`src/rtl/spq_pkg.sv`:
```
// Package for the sorted priority queue: payload types, status codes and widths.
`timescale 1ns / 1ps
`default_nettype none
package spq_pkg;

    localparam int DEPTH_DEF = 16;
    localparam int PRIO_W    = 16;
    localparam int ID_W      = 16;
    localparam int AGE_W     = 8;
    localparam int COUNT_W   = 5;

    typedef enum logic {
        MODE_PUSH = 1'b0,
        MODE_POP  = 1'b1
    } mode_t;

    typedef enum logic [1:0] {
        ST_PUSHED = 2'd0,
        ST_POPPED = 2'd1,
        ST_FULL   = 2'd2,
        ST_EMPTY  = 2'd3
    } status_t;

    typedef struct packed {
        mode_t                    mode;
        logic signed [PRIO_W-1:0] priority_req;
        logic [ID_W-1:0]          player_id;
        logic [AGE_W-1:0]         player_age;
    } in_t;

    typedef struct packed {
        status_t                  status;
        logic signed [PRIO_W-1:0] out_priority;
        logic [ID_W-1:0]          out_player_id;
        logic [AGE_W-1:0]         out_player_age;
        logic signed [PRIO_W-1:0] head_priority;
        logic [COUNT_W-1:0]       entry_count;
    } out_t;

    typedef struct packed {
        logic signed [PRIO_W-1:0] prio;
        logic [ID_W-1:0]          id;
        logic [AGE_W-1:0]         age;
    } entry_t;

    typedef struct packed {
        logic push;
        logic pop;
    } cell_ctrl_t;

endpackage
`default_nettype wire

```
`src/rtl/spq_cell.sv`:
```
// One queue cell: holds an entry, shifts right on insert and left on pop.
`timescale 1ns / 1ps
`default_nettype none
module spq_cell (
    input  wire logic                aclk,
    input  wire spq_pkg::cell_ctrl_t ctrl,
    input  wire spq_pkg::entry_t     new_entry,
    input  wire logic                valid,
    input  wire logic                left_keeps,
    input  wire spq_pkg::entry_t     left_entry,
    input  wire spq_pkg::entry_t     right_entry,
    output spq_pkg::entry_t          entry,
    output spq_pkg::entry_t          entry_next,
    output logic                     lt
);

    spq_pkg::entry_t entry_reg;

    assign lt    = valid && (entry_reg.prio < new_entry.prio);
    assign entry = entry_reg;

    always_comb begin
        entry_next = entry_reg;
        if (ctrl.push) begin
            if (!lt) begin
                entry_next = left_keeps ? new_entry : left_entry;
            end
        end else if (ctrl.pop) begin
            entry_next = right_entry;
        end
    end

    always_ff @(posedge aclk) begin
        entry_reg <= entry_next;
    end

endmodule
`default_nettype wire

```
`src/rtl/sorted_priority_queue.sv`:
```
// Sorted priority queue (smallest priority first) built as a row of shifting cells.
// Input channel s_valid/s_ready/s_payload carries one transaction: a push of
// (priority, player id, age) or a pop of the head entry.
// Output channel m_valid/m_ready/m_payload returns exactly one result per input
// transaction: a status, the popped entry (zero unless popped), the head priority
// after the step and the entry count after the step.
// Every cell compares the pushed priority with its own entry in parallel and either
// keeps its entry, takes the new one, or takes its left neighbor's; a pop moves
// every entry one cell toward the head. The whole row updates together.
// The result appears in the output register in the cycle after acceptance.
// Throughput: one transaction per cycle while the receiver takes results; the
// single output register holds a result until it is taken, and s_ready is low only
// while that register is full and m_ready is low.
// Push on a full queue returns a full status; pop on an empty queue returns an
// empty status; the stored entries are unchanged in both cases.
// Reset (aresetn low, synchronous) empties the queue and clears the output valid.
`timescale 1ns / 1ps
`default_nettype none
module sorted_priority_queue #(
    parameter int DEPTH = spq_pkg::DEPTH_DEF
) (
    input  wire logic           aclk,
    input  wire logic           aresetn,
    input  wire logic           s_valid,
    output logic                s_ready,
    input  wire spq_pkg::in_t   s_payload,
    output logic                m_valid,
    input  wire logic           m_ready,
    output spq_pkg::out_t       m_payload
);

    localparam int CNT_W = $clog2(DEPTH + 1);

    logic [CNT_W-1:0] count_reg;
    logic [CNT_W-1:0] count_next;
    logic             m_valid_reg;
    spq_pkg::out_t    m_payload_reg;
    spq_pkg::out_t    m_payload_next;

    spq_pkg::entry_t     new_entry;
    spq_pkg::cell_ctrl_t ctrl;
    spq_pkg::entry_t     cell_entry [DEPTH];
    spq_pkg::entry_t     cell_next  [DEPTH];
    logic [DEPTH-1:0]    cell_lt;
    logic [DEPTH-1:0]    cell_valid;

    logic accept;
    logic is_push;
    logic full;
    logic empty;
    logic [CNT_W+spq_pkg::COUNT_W-1:0] count_ext;

    assign s_ready   = !m_valid_reg || m_ready;
    assign accept    = s_valid && s_ready;
    assign is_push   = (s_payload.mode == spq_pkg::MODE_PUSH);
    assign full      = (count_reg == CNT_W'(DEPTH));
    assign empty     = (count_reg == '0);
    assign ctrl.push = accept && is_push && !full;
    assign ctrl.pop  = accept && !is_push && !empty;

    assign new_entry.prio = s_payload.priority_req;
    assign new_entry.id   = s_payload.player_id;
    assign new_entry.age  = s_payload.player_age;

    for (genvar i = 0; i < DEPTH; i++) begin : g_cell
        spq_pkg::entry_t left_entry;
        spq_pkg::entry_t right_entry;
        logic            left_keeps;

        assign cell_valid[i] = (CNT_W'(i) < count_reg);

        if (i == 0) begin : g_first
            assign left_entry = new_entry;
            assign left_keeps = 1'b1;
        end else begin : g_mid
            assign left_entry = cell_entry[i-1];
            assign left_keeps = cell_lt[i-1];
        end

        if (i == DEPTH - 1) begin : g_last
            assign right_entry = cell_entry[i];
        end else begin : g_inner
            assign right_entry = cell_entry[i+1];
        end

        spq_cell u_cell (
            .aclk        (aclk),
            .ctrl        (ctrl),
            .new_entry   (new_entry),
            .valid       (cell_valid[i]),
            .left_keeps  (left_keeps),
            .left_entry  (left_entry),
            .right_entry (right_entry),
            .entry       (cell_entry[i]),
            .entry_next  (cell_next[i]),
            .lt          (cell_lt[i])
        );
    end

    always_comb begin
        count_next = count_reg;
        if (ctrl.push) begin
            count_next = count_reg + 1'b1;
        end else if (ctrl.pop) begin
            count_next = count_reg - 1'b1;
        end
    end

    assign count_ext = {{spq_pkg::COUNT_W{1'b0}}, count_next};

    always_comb begin
        m_payload_next                = '0;
        m_payload_next.entry_count    = count_ext[spq_pkg::COUNT_W-1:0];
        m_payload_next.head_priority  = (count_next != '0) ? cell_next[0].prio : '0;
        if (is_push) begin
            m_payload_next.status = full ? spq_pkg::ST_FULL : spq_pkg::ST_PUSHED;
        end else if (empty) begin
            m_payload_next.status = spq_pkg::ST_EMPTY;
        end else begin
            m_payload_next.status         = spq_pkg::ST_POPPED;
            m_payload_next.out_priority   = cell_entry[0].prio;
            m_payload_next.out_player_id  = cell_entry[0].id;
            m_payload_next.out_player_age = cell_entry[0].age;
        end
    end

    always_ff @(posedge aclk) begin
        if (!aresetn) begin
            count_reg   <= '0;
            m_valid_reg <= 1'b0;
        end else begin
            count_reg <= count_next;
            if (accept) begin
                m_valid_reg <= 1'b1;
            end else if (m_ready) begin
                m_valid_reg <= 1'b0;
            end
        end
    end

    always_ff @(posedge aclk) begin
        if (accept) begin
            m_payload_reg <= m_payload_next;
        end
    end

    assign m_valid   = m_valid_reg;
    assign m_payload = m_payload_reg;

`ifndef SYNTHESIS
    a_count_bound: assert property (@(posedge aclk) disable iff (!aresetn)
        count_reg <= CNT_W'(DEPTH))
        else $error("entry count above depth");

    a_head_sorted: assert property (@(posedge aclk) disable iff (!aresetn)
        (count_reg >= CNT_W'(2)) |-> (cell_entry[0].prio <= cell_entry[1].prio))
        else $error("head entry out of order");

    a_push_count: assert property (@(posedge aclk) disable iff (!aresetn)
        (accept && is_push && !full) |=> (count_reg == $past(count_reg) + 1'b1))
        else $error("push did not grow the queue");

    a_refused_keeps: assert property (@(posedge aclk) disable iff (!aresetn)
        (accept && ((is_push && full) || (!is_push && empty))) |=> $stable(count_reg))
        else $error("refused transaction changed the count");
`endif

endmodule
`default_nettype wire

```
`config.mk`:
```
export PLATFORM = sky130hd
export DESIGN_NAME = sorted_priority_queue
export DESIGN_NICKNAME = d
export VERILOG_FILES = /design/src/rtl/spq_pkg.sv /design/src/rtl/spq_cell.sv /design/src/rtl/sorted_priority_queue.sv
export SDC_FILE = /design/constraint.sdc
export NUM_CORES = 2
export LEC_CHECK = 0
export BUFFER_PORTS_ARGS = -buffer_cell sky130_fd_sc_hd__buf_2
export CAP_MARGIN = 15
export CORE_ASPECT_RATIO = 0.9
export CORE_UTILIZATION = 30
export CTS_CLUSTER_DIAMETER = 150
export DETAILED_ROUTE_END_ITERATION = 16
export GPL_TIMING_DRIVEN = 1
export SYNTH_ARGS = -nofsm -noshare
export SYNTH_HDL_FRONTEND = slang
export SYNTH_SLANG_ARGS = --single-unit
```
`constraint.sdc`:
```
create_clock -name aclk -period 6.56 [get_ports aclk]
set_clock_uncertainty 0.2 [all_clocks]
set_input_delay 0.328 -clock aclk [delete_from_list [all_inputs] [get_ports aclk]]
set_output_delay 0.328 -clock aclk [all_outputs]
set_load 0.05 [all_outputs]
```
== Yosys cells after proc, flatten, opt, wreduce, memory -nomap -nowiden ==
Index checks and enable logic that the tools add are counted.
W data, S select, Z words.

* Add/subtract/negate cells: 2
* Magnitude comparators: 32
* Equality and inequality tests: 16
* Mux-type cells: 67
* Bitwise operators: 2
* Reduce and logical (&&, ||, !) cells: 46

{| class="wikitable"
|+ Operator list
! cell !! count
|-
| $mux W40 || 60
|-
| $lt A16 B16 Y1 || 16
|-
| $lt A4 B5 Y1 const A || 8
|-
| $reduce_and A2 Y1 || 16
|-
| $ne A2 B2 Y1 const B || 15
|-
| $logic_and A1 B1 Y1 || 21
|-
| $lt A3 B5 Y1 const A || 4
|-
| $lt A1 B5 Y1 const A || 2
|-
| $lt A2 B5 Y1 const A || 2
|-
| $mux W5 || 2
|-
| $mux W2 || 3
|-
| $add A5 B1 Y5 const B || 1
|-
| $eq A5 B5 Y1 const B || 1
|-
| $logic_not A5 Y1 || 1
|-
| $reduce_bool A5 Y1 || 1
|-
| $sub A5 B1 Y5 const B || 1
|-
| $reduce_bool A2 Y1 || 2
|-
| $logic_not A1 Y1 || 3
|-
| $mux W1 || 2
|-
| $not A1 Y1 || 2
|-
| $reduce_or A2 Y1 || 1
|-
| $logic_or A1 B1 Y1 || 1
|}

* Register bits: 709
* Input bits: 45
* Word-level logic and storage cells: 221

== Longest topological paths before layout ==
* Word-level depth: 8
* Gate-level depth with buffers: 11

== Cells and area by module ==
From an unflattened synthesis, not the netlist that was laid out.

* Cell total of the unflattened synthesis: 5622
* Area total of the unflattened synthesis: 50086.8 um^2

{| class="wikitable"
|+ By module, submodules not included
! module !! times used !! cells an instance !! area each (um^2) !! sequential area each (um^2)
|-
| spq_cell (g_cell[2].u_cell ...) || 8 || 337 || 2965.3 || 800.8
|-
| spq_cell (g_cell[0].u_cell ...) || 8 || 337 || 2912.8 || 800.8
|-
| sorted_priority_queue || 1 || 230 || 3061.7 || 2011.9
|}

== Least setup slack after synthesis ==
OpenSTA, ideal clock, no wires.

* Kind: register -> register
* From: reg m_valid_reg, in the netlist m_valid
* To: reg g_cell[14].u_cell.entry_reg, in the netlist g_cell[14].u_cell.entry[0] (enable)
* Setup time: 0.493 ns
* Data arrival time: 5.427 ns
* Path slack: 0.440 ns
* Stages on the path, launching flop included: 9
* Clock period less this slack: 6.120 ns
* Cell sequence: dfxtp_1 nand2b_1 nand2_1 inv_1 clkbuf_1 clkbuf_1 nand2_1 clkbuf_1 o21ai_0

* Longest elaborated chain between the ends: 7
* Elaborated cells on any way between the ends: 10

{| class="wikitable"
|+ Ends and longest elaborated chain
! what !! line !! source
|-
| start, declared || sorted_priority_queue.sv:36 || <nowiki>logic m_valid_reg;</nowiki>
|-
| start signal, assigned || sorted_priority_queue.sv:130 || <nowiki>m_valid_reg <= 1'b0;</nowiki>
|-
| start signal, assigned || sorted_priority_queue.sv:134 || <nowiki>m_valid_reg <= 1'b1;</nowiki>
|-
| start signal, assigned || sorted_priority_queue.sv:136 || <nowiki>m_valid_reg <= 1'b0;</nowiki>
|-
| $logic_not A1 Y1 * || sorted_priority_queue.sv:53 || <nowiki>assign s_ready = !m_valid_reg || m_ready;</nowiki>
|-
| $logic_or A1 B1 Y1 * || sorted_priority_queue.sv:53 ||
|-
| named net s_ready || sorted_priority_queue.sv:25 || <nowiki>output logic s_ready,</nowiki>
|-
| $logic_and A1 B1 Y1 * || sorted_priority_queue.sv:54 || <nowiki>assign accept = s_valid && s_ready;</nowiki>
|-
| named net accept || sorted_priority_queue.sv:47 || <nowiki>logic accept;</nowiki>
|-
| $logic_and A1 B1 Y1 (on tied branches) (2 in series) || sorted_priority_queue.sv:58, sorted_priority_queue.sv:59 ||
|-
| $ne A2 B2 Y1 (no line) or $reduce_bool A2 Y1 (tied branches) || n/a ||
|-
| $reduce_and A2 Y1 (no line) * || n/a ||
|-
| end signal, assigned || spq_cell.sv:34 || <nowiki>entry_reg <= entry_next;</nowiki>
|-
| end, declared || spq_cell.sv:17 || <nowiki>spq_pkg::entry_t entry_reg;</nowiki>
|}

Mark *: on every way through the listed nets, which the timed path passes. The rest lies on a longest branch.
A chain may end at the register's enable or synchronous reset.

== Final worst setup path ==
* From: in s_payload[26] (netlist name)
* To: reg g_cell[13].u_cell.entry_reg, in the netlist g_cell[13].u_cell.entry[13] (enable)

* Longest elaborated chain between the ends: 4

{| class="wikitable"
|+ Ends and longest elaborated chain
! what !! line !! source
|-
| start, declared || sorted_priority_queue.sv:26 || <nowiki>input wire spq_pkg::in_t s_payload,</nowiki>
|-
| $lt A16 B16 Y1 || spq_cell.sv:19 || <nowiki>assign lt = valid && (entry_reg.prio < new_entry.prio);</nowiki>
|-
| $logic_and A1 B1 Y1 || spq_cell.sv:19 ||
|-
| $ne A2 B2 Y1 (no line) || n/a ||
|-
| $reduce_and A2 Y1 (no line) || n/a ||
|-
| end signal, assigned || spq_cell.sv:34 ||
|-
| end, declared || spq_cell.sv:17 ||
|}

Every way passes these cells.

==> results.json <==
{
  "status": "finished, final reports clean",
  "netlist_area_sq_mm": 0.0396,
  "drc_errors": 0,
  "area_growth_pct": 14.8,
  "cts_buffer_depth": 3,
  "nets": 3824,
  "power.leakage_nw": 18.1,
  "startpoint_type": "primary input",
  "largest_reg_flops": 640,
  "cp_slowest_stage_delay_ns": 0.79,
  "synth_edf_count": 687,
  "top_usage_layer": "met2",
  "grt_antenna_before_repair": 15,
  "die_x_um": 385,
  "yosysUniqueCellTypes": 72,
  "rsz0062_at_grt": "false",
  "slew_headroom_pct": 14.2,
  "synth-seq-cells": 709,
  "fmax_mhz": 200,
  "path_clk_slew_ns": 0.06,
  "synth.yosys.warnings": 0,
  "setup_viol": 0,
  "start_util_pct": 30.2,
  "grt_pass1_wl_mm": 194,
  "cts_num_sinks": 709,
  "finalWorstSetupSlack_ns": 1.55,
  "ctsHoldBuffers": 42,
  "drtIter0Drc": 3828,
  "postPlaceCellArea_sq_mm": 0.0422,
  "crit_type": "in -> reg",
  "cap_violations": 0,
  "finalSetupTns_ns": 0,
  "power_density_mw_per_mm2": 348,
  "grt_max_degree": 209,
  "power_mw": 15.8,
  "dp_slack_ns": 1.46,
  "met1_usage_pct": 27.3,
  "fin_cells": 5332,
  "core_area_sq_mm": 0.131,
  "synth_nets": 3798,
  "use_met3_pct": 4.35,
  "cts-root-buf": "clkbuf_16",
  "critical_path_peak_fanout": 40,
  "layout-drive-gt1-share_pct": 11.2,
  "hold_ws_ns": 0.0549,
  "cts_resized": 0,
  "crit_family": "buffers and inverters",
  "numCtsBuffers": 82,
  "num_rows": 126,
  "place.detailed.hpwl_mm": 83.9,
  "drt_pass1_iterations": 6,
  "final_area_sq_mm": 0.0455,
  "final_hold_viol_count": 0,
  "crit_chain": "dlygate4sd3_1, buf_2, inv_1, ha_1, a211o_1, a31oi_1, o221ai_1, a2111oi_1, mux2i_4, nand2_1, nand2_2, buf_4",
  "multi_input_area_sq_mm": 0.0176,
  "routedWlPerCell_um": 24.7,
  "worstPathArrival_ns": 5.08,
  "post_cts_buffers": 0,
  "utilization_pct": 34.7,
  "vias": 30500,
  "crit_path_end_kind": "register",
  "cts_tree": "done",
  "n_fill_cell": 13100,
  "async_flop_share_pct": 0,
  "chipHeight_um": 347,
  "worst-path-buf-inv": 4,
  "gp_congestion": 0.895,
  "syn_area_per_cell_sq_um": 11.3,
  "overflow": 0,
  "grt_pass1_vias": 28700,
  "vdd_drop_max_mv": 0.232,
  "io_buffers": 109,
  "grt_usage_pct": 19.2,
  "placed_cells": 5136,
  "cp.required_ns": 6.63,
  "ys.flop_type": "edfxtp_1",
  "syn_inst": 3509,
  "h-tree-depth": 3,
  "fp.dieArea_sq_mm": 0.134,
  "min_period_over_period_pct": 76.3,
  "hp-class": "in -> reg",
  "tightest_slew_ns": 1.27,
  "vias_per_cell": 5.72,
  "io_pins": 110,
  "drt_wl_total_mm": 132,
  "slowest_stage": "mux2i_4",
  "seq_area_frac_synth_pct": 53.2,
  "maxSlewViolCount": 0,
  "post-route-min-period_ns": 5.01,
  "seq_area_sq_mm": 0.0211,
  "grt_use_met2_pct": 29.1,
  "clock_latency_ns": 0.67,
  "ant_nets": 0
}
==> final timing paths <==
path,from,slack (ns),end,cells after the start
worst max-delay path,s_payload[26],1.55,g_cell[13].u_cell.entry[13],12
worst min-delay path,s_payload[36],0.05,g_cell[0].u_cell.entry[36],3
worst max register to register,count_reg[1],1.89,g_cell[1].u_cell.entry[12],9
worst min register to register,g_cell[15].u_cell.entry[3],0.32,g_cell[14].u_cell.entry[3],2
==> worst min-delay path, cell delays in order <==
cell	delay [ns]
buf_2	0.27
o32ai_1	0.16
nor2_1	0.11
==> cells in the final DEF, fill, tap and decap left out, types with 14 or more instances in the layout <==
| cell | netlist | layout |
|---|---|---|
| dfxtp_1 | 22 | 22 |
| nand2b_1 | 14 | 14 |
| mux2_2 | 45 | 44 |
| o21ai_1 | 31 | 31 |
| buf_2 | 47 | 109 |
| nor3b_1 | 14 | 14 |
| nor2_1 | 461 | 460 |
| dlygate4sd3_1 | 0 | 42 |
| inv_1 | 24 | 23 |
| o21ai_0 | 104 | 94 |
| buf_12 | 0 | 16 |
| a21oi_1 | 197 | 196 |
| clkinv_2 | 0 | 17 |
| nor3_1 | 24 | 24 |
| edfxtp_1 | 687 | 687 |
| a21o_1 | 18 | 18 |
| a22o_1 | 24 | 24 |
| buf_4 | 7 | 56 |
| o32ai_1 | 16 | 16 |
| clkbuf_16 | 0 | 82 |
| and2_1 | 49 | 47 |
| nand2_1 | 386 | 380 |
| nand3_1 | 17 | 17 |
| mux2i_1 | 199 | 195 |
| nand4_1 | 26 | 26 |
| o211ai_1 | 21 | 21 |
| and3_1 | 145 | 145 |
| bufinv_16 | 0 | 17 |
| ha_1 | 244 | 244 |
| a221o_1 | 358 | 358 |
==> area by class of cell <==
cell class / count / share of cell area (%)
flip-flops and latches: 709 / 46.3
multi-input cells: 2494 / 38.6
well taps: 1728 / 4.75
clock buffers: 93 / 4.60
repair buffers: 224 / 3.77
clock inverters: 59 / 1.78
inverters: 24 / 0.203
diodes: 1 / 0.00550
==> power by group <==
part | leakage [nW] | switching (mW) | internal [mW]
Sequential | 6.70 | 0.600 | 6.07
Clock | 1.42 | 2.06 | 2.99
Combinational | 10.0 | 2.72 | 1.39
==> per-layer routing <==
| layer | up-vias | wire length (um) |
|---|---|---|
| li1 | 13600 | - |
| met1 | 15200 | 57400 |
| met2 | 1486 | 58600 |
| met3 | 178 | 13100 |
| met4 | 10 | 2850 |
| met5 | - | 72 |
==> cell usage after synthesis, types with 26 or more instances <==
library cell | n | area (sq um)
mux2i_1 | 199 | 1990
o21ai_0 | 104 | 521
edfxtp_1 | 687 | 20600
nand4_1 | 26 | 163
and2_1 | 49 | 307
buf_2 | 47 | 235
nor2_1 | 461 | 1730
o21ai_1 | 31 | 155
ha_1 | 244 | 3050
a221o_1 | 358 | 3580
clkbuf_1 | 208 | 781
a21oi_1 | 197 | 986
nand2_1 | 386 | 1450
and3_1 | 145 | 907
mux2_2 | 45 | 507
==> cells by family after synthesis <==
kind of cell	after synthesis	synth area share, %
and+or+nand+nor	1168	13.2
AOI/OAI and AO/OA	832	16.2
xor gates and xnor gates	3	0.0663
adders and majority gates	244	7.70
buffers and inverters	306	3.21
DFF	709	53.2
muxes	247	6.41
(Power assumes the default switching activity.)
